==> config.mk <==
export PLATFORM = sky130hd
export DESIGN_NAME = utf8_to_halfwidth_kana_glyphs_core
export DESIGN_NICKNAME = d
export VERILOG_FILES = /design/src/design/u8hk_pkg.sv /design/src/design/u8hk_decode.sv /design/src/design/u8hk_map.sv /design/src/design/u8hk_out_buf.sv /design/src/design/utf8_to_halfwidth_kana_glyphs_core.sv
export SDC_FILE = /design/constraint.sdc
export NUM_CORES = 1
export LEC_CHECK = 0
export BUFFER_PORTS_ARGS = -buffer_cell sky130_fd_sc_hd__buf_4
export CAP_MARGIN = 20
export CORE_UTILIZATION = 49
export CTS_CLUSTER_SIZE = 16
export DETAILED_ROUTE_END_ITERATION = 10
export GPL_TIMING_DRIVEN = 0
export PLACE_DENSITY_LB_ADDON = 0.3
export SLEW_MARGIN = 10
export SYNTH_ARGS = -nofsm -noshare
export SYNTH_HDL_FRONTEND = slang
export SYNTH_HIERARCHICAL = 1
export SYNTH_SLANG_ARGS = --single-unit
==> constraint.sdc <==
create_clock -name clk -period 13.9 [get_ports clk]
set_clock_uncertainty 0.2 [all_clocks]
set_input_delay 2.78 -clock clk [delete_from_list [all_inputs] [get_ports clk]]
set_output_delay 2.78 -clock clk [all_outputs]
set_load 0.01 [all_outputs]
==> src/design/u8hk_pkg.sv <==
// Shared types, constants and the fullwidth katakana table for the UTF-8 kana glyph core.
package u8hk_pkg;

    localparam int CP_W    = 21;
    localparam int BYTE_W  = 8;
    localparam int IDX_W   = 7;
    localparam int PEND_W  = 2;

    // Code point ranges and glyph anchors
    localparam logic [CP_W-1:0] HW_LOW       = 21'h00FF61;
    localparam logic [CP_W-1:0] HW_HIGH      = 21'h00FF9F;
    localparam logic [CP_W-1:0] FW_LOW       = 21'h0030A1;
    localparam logic [CP_W-1:0] FW_HIGH      = 21'h0030F4;
    localparam logic [CP_W-1:0] FW_LONG_MARK = 21'h0030FC;
    localparam logic [CP_W-1:0] ASCII_MAX    = 21'h00007F;
    localparam logic [7:0]      ASCII_FIRST  = 8'h20;
    localparam logic [7:0]      ASCII_LAST   = 8'h7E;
    localparam logic [7:0]      KANA_FIRST   = 8'hA1;
    localparam logic [7:0]      KANA_LONG    = 8'hB0;
    localparam logic [7:0]      KANA_DV      = 8'hDE;
    localparam logic [7:0]      KANA_SV      = 8'hDF;

    // Font codes
    localparam logic FONT_ASCII = 1'b0;
    localparam logic FONT_KANA  = 1'b1;

    // Voiced mark codes held in the table
    localparam logic [1:0] MK_NO = 2'd0;
    localparam logic [1:0] MK_DV = 2'd1;
    localparam logic [1:0] MK_SV = 2'd2;

    localparam int FW_DEPTH = 84;
    localparam int FW_AW    = $clog2(FW_DEPTH);

    // {mark code, kana byte}; kana byte zero means no glyph
    localparam logic [9:0] FW_TABLE [FW_DEPTH] = '{
        {MK_NO, 8'hA7}, {MK_NO, 8'hB1}, {MK_NO, 8'hA8}, {MK_NO, 8'hB2}, {MK_NO, 8'hA9},
        {MK_NO, 8'hB3}, {MK_NO, 8'hAA}, {MK_NO, 8'hB4}, {MK_NO, 8'hAB}, {MK_NO, 8'hB5},
        {MK_NO, 8'hB6}, {MK_DV, 8'hB6}, {MK_NO, 8'hB7}, {MK_DV, 8'hB7}, {MK_NO, 8'hB8},
        {MK_DV, 8'hB8}, {MK_NO, 8'hB9}, {MK_DV, 8'hB9}, {MK_NO, 8'hBA}, {MK_DV, 8'hBA},
        {MK_NO, 8'hBB}, {MK_DV, 8'hBB}, {MK_NO, 8'hBC}, {MK_DV, 8'hBC}, {MK_NO, 8'hBD},
        {MK_DV, 8'hBD}, {MK_NO, 8'hBE}, {MK_DV, 8'hBE}, {MK_NO, 8'hBF}, {MK_DV, 8'hBF},
        {MK_NO, 8'hC0}, {MK_DV, 8'hC0}, {MK_NO, 8'hC1}, {MK_DV, 8'hC1}, {MK_NO, 8'hAF},
        {MK_NO, 8'hC2}, {MK_DV, 8'hC2}, {MK_NO, 8'hC3}, {MK_DV, 8'hC3}, {MK_NO, 8'hC4},
        {MK_DV, 8'hC4}, {MK_NO, 8'hC5}, {MK_NO, 8'hC6}, {MK_NO, 8'hC7}, {MK_NO, 8'hC8},
        {MK_NO, 8'hC9}, {MK_NO, 8'hCA}, {MK_DV, 8'hCA}, {MK_SV, 8'hCA}, {MK_NO, 8'hCB},
        {MK_DV, 8'hCB}, {MK_SV, 8'hCB}, {MK_NO, 8'hCC}, {MK_DV, 8'hCC}, {MK_SV, 8'hCC},
        {MK_NO, 8'hCD}, {MK_DV, 8'hCD}, {MK_SV, 8'hCD}, {MK_NO, 8'hCE}, {MK_DV, 8'hCE},
        {MK_SV, 8'hCE}, {MK_NO, 8'hCF}, {MK_NO, 8'hD0}, {MK_NO, 8'hD1}, {MK_NO, 8'hD2},
        {MK_NO, 8'hD3}, {MK_NO, 8'hAC}, {MK_NO, 8'hD4}, {MK_NO, 8'hAD}, {MK_NO, 8'hD5},
        {MK_NO, 8'hAE}, {MK_NO, 8'hD6}, {MK_NO, 8'hD7}, {MK_NO, 8'hD8}, {MK_NO, 8'hD9},
        {MK_NO, 8'hDA}, {MK_NO, 8'hDB}, {MK_NO, 8'h00}, {MK_NO, 8'hDC}, {MK_NO, 8'h00},
        {MK_NO, 8'h00}, {MK_NO, 8'hA6}, {MK_NO, 8'hDD}, {MK_DV, 8'hB3}
    };

    // Finished code point from the decoder
    typedef struct packed {
        logic            valid;
        logic [CP_W-1:0] cp;
    } cp_evt_t;

    // One glyph selection
    typedef struct packed {
        logic             font;
        logic [IDX_W-1:0] idx;
        logic             last;
    } glyph_t;

    // Glyphs produced by one byte
    typedef struct packed {
        logic [1:0] count;
        glyph_t     g0;
        glyph_t     g1;
    } glyph_pair_t;

endpackage

==> src/design/u8hk_decode.sv <==
// UTF-8 sequence decoder: pending count, code accumulator and halt flag.
module u8hk_decode (
    input  logic                         clk,
    input  logic                         rst_n,
    input  logic                         fire,
    input  logic [u8hk_pkg::BYTE_W-1:0]  text_byte,
    output u8hk_pkg::cp_evt_t            evt
);

    logic [u8hk_pkg::PEND_W-1:0] pend_reg, pend_next;
    logic [u8hk_pkg::CP_W-1:0]   acc_reg, acc_next;
    logic                        halted_reg, halted_next;
    logic [u8hk_pkg::CP_W-1:0]   acc_shift;
    logic [u8hk_pkg::PEND_W-1:0] pend_dec;

    assign acc_shift = {acc_reg[u8hk_pkg::CP_W-7:0], text_byte[5:0]};
    assign pend_dec  = pend_reg - 2'd1;

    // Work out next state and any finished code point
    always_comb
    begin
        pend_next   = pend_reg;
        acc_next    = acc_reg;
        halted_next = halted_reg;
        evt.valid   = 1'b0;
        evt.cp      = acc_shift;
        priority if (text_byte == 8'h00)
        begin
            pend_next   = '0;
            acc_next    = '0;
            halted_next = 1'b0;
        end
        else if (halted_reg)
        begin
            evt.valid = 1'b0;
        end
        else if (pend_reg == '0)
        begin
            priority if (!text_byte[7])
            begin
                evt.valid = 1'b1;
                evt.cp    = {13'd0, text_byte};
            end
            else if (text_byte[7:5] == 3'b110)
            begin
                pend_next = 2'd1;
                acc_next  = {16'd0, text_byte[4:0]};
            end
            else if (text_byte[7:4] == 4'b1110)
            begin
                pend_next = 2'd2;
                acc_next  = {17'd0, text_byte[3:0]};
            end
            else if (text_byte[7:3] == 5'b11110)
            begin
                pend_next = 2'd3;
                acc_next  = {18'd0, text_byte[2:0]};
            end
            else
            begin
                halted_next = 1'b1;
            end
        end
        else if (text_byte[7:6] != 2'b10)
        begin
            halted_next = 1'b1;
            pend_next   = '0;
            acc_next    = '0;
        end
        else
        begin
            pend_next = pend_dec;
            acc_next  = acc_shift;
            if (pend_dec == '0)
            begin
                acc_next = '0;
                if (acc_shift == '0)
                    halted_next = 1'b1;
                else
                    evt.valid = 1'b1;
            end
        end
        if (!fire)
        begin
            pend_next   = pend_reg;
            acc_next    = acc_reg;
            halted_next = halted_reg;
            evt.valid   = 1'b0;
        end
    end

    // Hold decoder state between transactions
    always_ff @(posedge clk or negedge rst_n)
    begin
        if (!rst_n)
        begin
            pend_reg   <= '0;
            acc_reg    <= '0;
            halted_reg <= 1'b0;
        end
        else
        begin
            pend_reg   <= pend_next;
            acc_reg    <= acc_next;
            halted_reg <= halted_next;
        end
    end

endmodule

==> src/design/u8hk_map.sv <==
// Code point to glyph mapper: ASCII, halfwidth kana and fullwidth katakana.
module u8hk_map (
    input  u8hk_pkg::cp_evt_t    evt,
    output u8hk_pkg::glyph_pair_t pair
);

    logic                          is_ascii, is_print, is_hw, is_fw, is_long;
    logic [u8hk_pkg::CP_W-1:0]     hw_off, fw_off;
    logic [9:0]                    fw_entry;
    logic [7:0]                    kana;
    logic [1:0]                    mark;
    logic [7:0]                    kana_idx, mark_idx;

    assign is_ascii = evt.cp <= u8hk_pkg::ASCII_MAX;
    assign is_print = (evt.cp[7:0] >= u8hk_pkg::ASCII_FIRST)
                   && (evt.cp[7:0] <= u8hk_pkg::ASCII_LAST);
    assign is_hw    = (evt.cp >= u8hk_pkg::HW_LOW) && (evt.cp <= u8hk_pkg::HW_HIGH);
    assign is_fw    = (evt.cp >= u8hk_pkg::FW_LOW) && (evt.cp <= u8hk_pkg::FW_HIGH);
    assign is_long  = evt.cp == u8hk_pkg::FW_LONG_MARK;
    assign hw_off   = evt.cp - u8hk_pkg::HW_LOW;
    assign fw_off   = evt.cp - u8hk_pkg::FW_LOW;
    assign fw_entry = is_fw ? u8hk_pkg::FW_TABLE[fw_off[u8hk_pkg::FW_AW-1:0]] : 10'd0;

    // Pick the kana byte and voiced mark
    always_comb
    begin
        kana = 8'h00;
        mark = u8hk_pkg::MK_NO;
        priority if (is_hw)
            kana = u8hk_pkg::KANA_FIRST + hw_off[7:0];
        else if (is_fw)
        begin
            kana = fw_entry[7:0];
            mark = fw_entry[9:8];
        end
        else if (is_long)
            kana = u8hk_pkg::KANA_LONG;
        else
            kana = 8'h00;
    end

    assign kana_idx = kana - u8hk_pkg::KANA_FIRST;
    assign mark_idx = ((mark == u8hk_pkg::MK_SV) ? u8hk_pkg::KANA_SV : u8hk_pkg::KANA_DV)
                    - u8hk_pkg::KANA_FIRST;

    // Build the glyph pair
    always_comb
    begin
        pair.count   = 2'd0;
        pair.g0.font = u8hk_pkg::FONT_KANA;
        pair.g0.idx  = kana_idx[u8hk_pkg::IDX_W-1:0];
        pair.g0.last = 1'b1;
        pair.g1.font = u8hk_pkg::FONT_KANA;
        pair.g1.idx  = mark_idx[u8hk_pkg::IDX_W-1:0];
        pair.g1.last = 1'b1;
        if (evt.valid)
        begin
            priority if (is_ascii)
            begin
                pair.g0.font = u8hk_pkg::FONT_ASCII;
                pair.g0.idx  = evt.cp[u8hk_pkg::IDX_W-1:0]
                             - u8hk_pkg::ASCII_FIRST[u8hk_pkg::IDX_W-1:0];
                pair.count   = is_print ? 2'd1 : 2'd0;
            end
            else if (kana == 8'h00)
                pair.count = 2'd0;
            else if (mark == u8hk_pkg::MK_NO)
                pair.count = 2'd1;
            else
            begin
                pair.count   = 2'd2;
                pair.g0.last = 1'b0;
            end
        end
    end

endmodule

==> src/design/u8hk_out_buf.sv <==
// Two-slot buffer: takes up to two glyphs at once, gives one per out_ready cycle.
module u8hk_out_buf (
    input  logic                  clk,
    input  logic                  rst_n,
    input  logic                  push,
    input  u8hk_pkg::glyph_pair_t pair,
    output logic                  can_push,
    output logic                  out_valid,
    input  logic                  out_ready,
    output u8hk_pkg::glyph_t      head
);

    u8hk_pkg::glyph_t slot0_reg, slot0_next;
    u8hk_pkg::glyph_t slot1_reg, slot1_next;
    logic [1:0]       count_reg, count_next;
    logic             pop;
    logic [1:0]       count_left;

    assign out_valid  = count_reg != 2'd0;
    assign head       = slot0_reg;
    assign pop        = out_valid && out_ready;
    assign count_left = count_reg - {1'b0, pop};
    assign can_push   = count_left == 2'd0;

    // Shift out on pop, load both slots on push
    always_comb
    begin
        slot0_next = slot0_reg;
        slot1_next = slot1_reg;
        count_next = count_left;
        if (pop)
            slot0_next = slot1_reg;
        if (push && can_push)
        begin
            slot0_next = pair.g0;
            slot1_next = pair.g1;
            count_next = pair.count;
        end
    end

    // Advance occupancy
    always_ff @(posedge clk or negedge rst_n)
    begin
        if (!rst_n)
            count_reg <= 2'd0;
        else
            count_reg <= count_next;
    end

    // Hold glyph payload
    always_ff @(posedge clk)
    begin
        slot0_reg <= slot0_next;
        slot1_reg <= slot1_next;
    end

endmodule

==> src/design/utf8_to_halfwidth_kana_glyphs_core.sv <==
// Top level of the UTF-8 to halfwidth kana glyph selector.
//
//   channel | dir | handshake            | payload
//   --------+-----+----------------------+---------------------------------------
//   input   | in  | in_valid / in_ready  | text_byte[7:0]
//   output  | out | out_valid / out_ready| font_select, glyph_index[6:0], last_of_run
//
// One byte is taken per cycle into an input register while in_ready is high; decode
// and mapping run in one pass into a registered two-slot result buffer.
// Sustained rate is one byte per cycle while out_ready is high and each byte
// gives at most one glyph; a byte that gives a voiced pair holds up the input
// register while the buffer drains its two slots through the single output port.
// Reset clears the input valid flag, decoder state and buffer occupancy at once.
// A stalled output stops the input once a glyph is buffered and a byte is staged.
module utf8_to_halfwidth_kana_glyphs_core (
    input  logic                         clk,
    input  logic                         rst_n,
    input  logic                         in_valid,
    output logic                         in_ready,
    input  logic [u8hk_pkg::BYTE_W-1:0]  text_byte,
    output logic                         out_valid,
    input  logic                         out_ready,
    output logic                         font_select,
    output logic [u8hk_pkg::IDX_W-1:0]   glyph_index,
    output logic                         last_of_run
);

    logic                          stage_valid_reg, stage_valid_next;
    logic [u8hk_pkg::BYTE_W-1:0]   stage_byte_reg, stage_byte_next;
    logic                          can_push;
    logic                          stage_fire;
    u8hk_pkg::cp_evt_t             evt;
    u8hk_pkg::glyph_pair_t         pair;
    u8hk_pkg::glyph_t              head;

    assign stage_fire = stage_valid_reg && can_push;
    assign in_ready   = !stage_valid_reg || can_push;

    // Load the input register on each input transaction
    always_comb
    begin
        stage_valid_next = stage_valid_reg;
        stage_byte_next  = stage_byte_reg;
        if (stage_fire)
            stage_valid_next = 1'b0;
        if (in_valid && in_ready)
        begin
            stage_valid_next = 1'b1;
            stage_byte_next  = text_byte;
        end
    end

    always_ff @(posedge clk or negedge rst_n)
    begin
        if (!rst_n)
            stage_valid_reg <= 1'b0;
        else
            stage_valid_reg <= stage_valid_next;
    end

    always_ff @(posedge clk)
    begin
        stage_byte_reg <= stage_byte_next;
    end

    u8hk_decode u_decode (
        .clk       (clk),
        .rst_n     (rst_n),
        .fire      (stage_fire),
        .text_byte (stage_byte_reg),
        .evt       (evt)
    );

    u8hk_map u_map (
        .evt  (evt),
        .pair (pair)
    );

    u8hk_out_buf u_out_buf (
        .clk       (clk),
        .rst_n     (rst_n),
        .push      (stage_fire),
        .pair      (pair),
        .can_push  (can_push),
        .out_valid (out_valid),
        .out_ready (out_ready),
        .head      (head)
    );

    assign font_select = head.font;
    assign glyph_index = head.idx;
    assign last_of_run = head.last;

`ifndef SYNTHESIS
    // A first glyph of a pair is always followed by its mark
    a_pair_follows: assert property (@(posedge clk) disable iff (!rst_n)
        out_valid && !last_of_run && out_ready |=> out_valid && last_of_run)
        else $error("second glyph of a pair missing");

    // Only kana glyphs come in pairs
    a_ascii_single: assert property (@(posedge clk) disable iff (!rst_n)
        out_valid && !last_of_run |-> font_select == u8hk_pkg::FONT_KANA)
        else $error("ASCII glyph not marked last");

    // The mark glyph after a pair start is a voiced mark
    a_mark_index: assert property (@(posedge clk) disable iff (!rst_n)
        out_valid && !last_of_run && out_ready |=>
            glyph_index == 7'h3D || glyph_index == 7'h3E)
        else $error("pair second glyph is not a voiced mark");

    // The input register never drops a byte while the buffer is blocked
    a_stage_hold: assert property (@(posedge clk) disable iff (!rst_n)
        stage_valid_reg && !can_push |=> stage_valid_reg && $stable(stage_byte_reg))
        else $error("input register lost a byte");
`endif

endmodule

Word level (Yosys, flattened, before mapping)
Memories as Yosys holds them, arrays and structs flattened. Cells that the tools add are included.

Memory bits (read-only): 1280. Flip-flop bits (word level): 45. Bits of input ports: 12. Word-level logic and storage cells: 116. Memories: 1.

$add $sub $neg: 8. Reductions and logical operators: 20. Bitwise operators: 1. Magnitude comparators: 8. Muxes and demuxes: 59. Eq/ne operators: 9.

Memory list: (no name shown) (words 128, bits a word 10, rd ports 1, clocked after memory_dff 0, write ports 0, RTL line u8hk_map.sv:22) `assign fw_entry = is_fw ? u8hk_pkg::FW_TABLE[fw_off[u8hk_pkg::FW_AW-1:0]] : 10'd0;`.

Operators by type and width (number): $mux W15 (9); $mux W22 (2); $mux W21 (2); $mux W8 (4); $mux W2 (14); $sub A7 B6 Y7 const B (4); $mux W1 (23); $eq A21 B14 Y1 const B (1); $ge A21 B14 Y1 const B (1); $ge A21 B16 Y1 const B (1); $le A21 B14 Y1 const B (1); $le A21 B16 Y1 const B (1); $le A21 B7 Y1 const B (1); $logic_not A21 Y1 (1); $mux W10 (2); $mux W9 (2); $logic_not A8 Y1 (2); $mux W11 (1); $add A8 B8 Y8 const A (1); $ge A8 B6 Y1 const B (1); $ge A8 B8 Y1 const B (1); $le A8 B7 Y1 const B (1); $logic_not A2 Y1 (4); $not A7 Y8 (1); 15 further kinds (24).

Depth between registers and ports, before layout
Depth after elaboration: 20. Depth in mapped cells: 20. Mapped depth without buffers: 18.

Modules after synthesis
Netlist, hierarchy kept.

Modules (own cells, without submodules): u8hk_map (cells an instance 343, sequential area each 0.0 um^2, times used 1, area each 2253.4 um^2); u8hk_decode (cells an instance 124, sequential area each 450.4 um^2, times used 1, area each 1179.9 um^2); u8hk_out_buf (cells an instance 45, sequential area each 590.6 um^2, times used 1, area each 835.8 um^2); utf8_to_halfwidth_kana_glyphs_core (cells an instance 13, sequential area each 265.3 um^2, times used 1, area each 300.3 um^2).

Worst setup path before layout
No wires, ideal clock.

Path kind: input to output. Start point: in out_ready. End point: out in_ready. Stages on the path: 5. Setup slack: 7.340 ns. Arrival: 3.580 ns. Data required time: 10.920 ns. Path through: o21ai_0 -> inv_1 -> ha_1 -> nor2b_1 -> nand2b_4.

Word-level cells in the longest chain between the ends: 4.

Ends and longest elaborated chain: from (decl) (RTL line utf8_to_halfwidth_kana_glyphs_core.sv:22) `input logic out_ready,`; $logic_and A1 B1 Y1 (RTL line u8hk_out_buf.sv:21) `assign pop = out_valid && out_ready;`; $sub A2 B1 Y2 (RTL line u8hk_out_buf.sv:22) `assign count_left = count_reg - {1'b0, pop};`; $logic_not A2 Y1 (RTL line u8hk_out_buf.sv:23) `assign can_push = count_left == 2'd0;`; named net can_push (RTL line utf8_to_halfwidth_kana_glyphs_core.sv:30) `logic can_push;`; $logic_or A1 B1 Y1 (RTL line utf8_to_halfwidth_kana_glyphs_core.sv:37) `assign in_ready = !stage_valid_reg || can_push;`; to (decl) (RTL line utf8_to_halfwidth_kana_glyphs_core.sv:19) `output logic in_ready,`.

The timed path passes the listed nets, and every way through them passes these cells.

Worst setup path after layout
Ends and elaborated chain as after synthesis.

==> results by group <==
Floorplan
  – Area of the core: roughly 8900 um2
  – Rows: 34
  – Num ports: 23
  – Die ar.: ~9700 um2
  – Die H: 98.6 um
  – Initial core utilization: 0.514
  – Die Wd: roughly 99 um

Setup path
  – R2R Path End: u_out_buf/head[7]
  – Worst path most repeated cell: buf_4
  – Critical Path RT: about 11 ns
  – Worst setup SP type: input pin
  – R2r setup slk: 7.85 ns
  – Reg2Reg Depth: 19
  – CP Capture Type: output pin
  – Crit path largest cell delay: 0.39 ns
  – CP max-delay cell: ha_1
  – CP Class: in -> out
  – Crit path DAT: 4.07 ns
  – Worst r2r src: stage_byte_reg[4]
  – CP delay by family, top: simple AND/OR/NAND/NOR gates
  – CP Cell Sequence: buf_4 -> o21ai_0 -> inv_1 -> ha_1 -> nor2b_1 -> nand2b_4 -> buf_4
  – Worst-path fanout max: 5
  – Critical path buffer and inverter count: 3

Logic synthesis
  – Syn Std Cell Area: approximately 4600 um2
  – Main flop type after synthesis: edfxtp_1
  – Post-synth EDFFs: 26
  – Mapped Cells: roughly 530
  – Yosys Warn Count: 6
  – Post-synth cell types: 87
  – Syn avg cell area: 8.70 um2
  – Sequential-to-total area share from yosys stat: 0.286
  – Async SR Flop Fraction: 0.447
  – Synth Register Bits: 47

Timing
  – Post-route setup TNS: 0 ns
  – Unrepaired setup endpoints after global routing: no
  – Relative slew slack: 0.386
  – Hold slack: roughly 0.31 ns
  – FMAX: about 140 MHz
  – Setup violations, final: 0
  – Post-route minimum period: 7.05 ns
  – Final Hold Vio Count: 0
  – Worst Max-Slew Pin Slew: between 0.9 and 1 ns
  – Max Slew Vio Count: 0
  – Fraction of the cycle the final worst path needs: 0.507

Detailed routing
  – DR vias/cell: 6.58
  – Post-detailed-routing wire length: 12.8 mm
  – DRT Pass-1 Iters: 5
  – DR WL/cell: 19.1 um
  – DRT antenna net count: 0
  – Drt initial violations: 430
  – Via Count: 4393
  – DRC viols: 0

Clocking
  – TritonCTS clock tree: yes
  – Post-cts repair resize count: 0
  – Clock buffer depth: 2
  – Clk sink count: between 40 and 50
  – Root buffer cell: clkbuf_8
  – Setup bufs post-CTS: 0
  – Clock Latency Late Sink: ~0.3 ns
  – Cts hold-fix bufs: 0
  – Htree depth: 2
  – CTS Buf Count: 5
  – Clk slew on worst S/H paths: approximately 0.080 ns

GRT
  – Initial antenna violation count: 0
  – First-pass GRT wire length: 21.0 mm
  – Largest net degree at the start of global routing: 22
  – Vias in the first global route: between 4000 and 5000
  – Final global-route overflow total: 0
  – Gr usage total: 0.270

Flow run
  – Max Cap Violations: 0

Worst hold path
  – WHS Endpoint: u_decode/pend_reg[1]
  – Hold path cells: 1
  – HP Class: reg -> reg
  – Hold Crit Start: u_decode/pend_reg[1]

Place
  – Final Wtd Congestion: 0.982
  – I/O Buffers: 22
  – Placed wire-length estimate: 9.59 mm

Finish
  – Multi-input logic area: 2900 um2
  – Max reg flops: 15
  – Number of fill cells in the layout: 815
  – Register Area: 1310 um2
  – N_diodes: 0
  – Ratio of cells with drive above 1 in the final layout: 0.175
  – NumNets Final: 594
  – Area Overhead vs Synth: 9.23%

Power
  – Tot Pwr: roughly 0.00091 W
  – VDD IR-drop max: approximately 0.11 mV
  – Power per Cell Area: 183 nW/um2
  – Leakage power: 2.08 nW

Status
  – Status: completed
## worst reg2reg max path: stages, from the launching register on
cell	delay, ns
edfxtp_1	0.48
or4_1	0.54
or3_4	0.38
o211ai_4	0.25
mux2i_1	0.58
inv_1	0.32
ha_1	0.27
o21ai_0	0.20
a31oi_1	0.09
o2111ai_1	0.31
clkbuf_1	0.41
a31oi_1	0.08
a32oi_1	0.37
ha_1	0.21
inv_1	0.07
a211o_1	0.28
o31ai_1	0.26
xor2_1	0.17
a21oi_1	0.06
mux2_4	0.26
## layout make-up
type                    count  area share
repair buffers             22      0.0331
multi-input cells         408       0.581
inverters                  26      0.0196
flip-flops and latches     47       0.262
plain buffers              49      0.0569
clock inverters             2     0.00175
well taps                 108      0.0271
clock buffers               6      0.0188
## through the flow
stage | instance area (um2) | utilization | setup WS, ns | std cells
finish | 4990 | 0.561 | 6.85 | 668
global route | 4990 | 0.561 | 6.81 | 668
CTS | 4990 | 0.561 | 6.88 | 668
detailed placement | 4890 | 0.550 | 6.90 | 660
global placement | 4890 | 0.550 | 6.87 | 660
floorplan | 4590 | - | 7.34 | 530
## layout by cell type, fill, tap and decap left out, types with 6 or more instances in the layout
cell	synthesis	final
mux2i_1	7	7
nand4_1	9	9
nand3_1	13	13
o31ai_1	6	6
nor3_1	17	17
a22o_1	8	8
nor4_1	7	7
buf_4	13	35
or3_1	8	8
nor2_1	25	25
ha_1	23	23
and3_1	9	9
a21oi_1	32	32
a211oi_1	6	6
and2_1	23	23
or4_1	9	9
o21ai_0	24	24
edfxtp_1	26	26
xnor2_1	6	6
nor2b_1	6	6
nand2_1	36	36
or2_2	6	6
inv_1	24	24
conb_1	2	7
mux2_4	8	8
a31oi_1	11	11
dfrtp_1	21	21
buf_2	7	7
o22ai_1	6	6
clkbuf_1	21	21
## where the power goes
group / leakage [nW] / total [W] / internal, W / switching, W
clock: 0.0538 / 0.0000889 / 0.0000454 / 0.0000434
sequential: 0.511 / 0.000221 / 0.000192 / 0.0000293
combinational: 1.52 / 0.000605 / 0.000226 / 0.000378
total: 2.08 / 0.000914 / 0.000463 / 0.000451
## synth_stat cells, drive strengths merged, types with 17 or more instances
| master | n | area [um2] |
|---|---|---|
| nand2 | 37 | 141 |
| inv | 25 | 93.8 |
| o21ai | 26 | 134 |
| nor2 | 26 | 105 |
| a21oi | 32 | 160 |
| clkbuf | 22 | 83.8 |
| edfxtp | 26 | 781 |
| nor3 | 17 | 85.1 |
| and2 | 25 | 161 |
| dfrtp | 21 | 526 |
| ha | 23 | 288 |
| buf | 27 | 200 |
## cells by family (layout without fill, tap and decap cells)
| logic type | after synthesis | count (layout) | share of synthesized area |
|---|---|---|---|
| and+or+nand+nor | 197 | 197 | 0.250 |
| AOI/OAI and AO/OA | 154 | 154 | 0.246 |
| buffers and inverters | 75 | 105 | 0.0835 |
| DFF | 47 | 47 | 0.286 |
| adders and majority gates | 23 | 23 | 0.0630 |
| muxes | 19 | 19 | 0.0539 |
| xor gates and xnor gates | 8 | 8 | 0.0153 |
| other | 2 | 7 | 0.00164 |
## per-layer routing
metal,global-route usage,vias up,wire length (um)
li1,-,2032,-
met1,0.367,2104,5620
met4,0.0735,0,239
met3,0.0504,25,950
met5,0,-,0
met2,0.441,232,5980
## worst max-delay path by stage
stage | endpoint | startpoint | cells past startpoint | slack, ns
floorplan | in_ready | out_ready | 5 | 7.34
global placement | in_ready | out_ready | 7 | 6.87
detailed placement | in_ready | out_ready | 7 | 6.90
CTS | in_ready | out_ready | 7 | 6.88
global route | in_ready | out_ready | 7 | 6.81
finish | in_ready | out_ready | 7 | 6.85
Note: power is estimated with default switching activity, not from simulation.
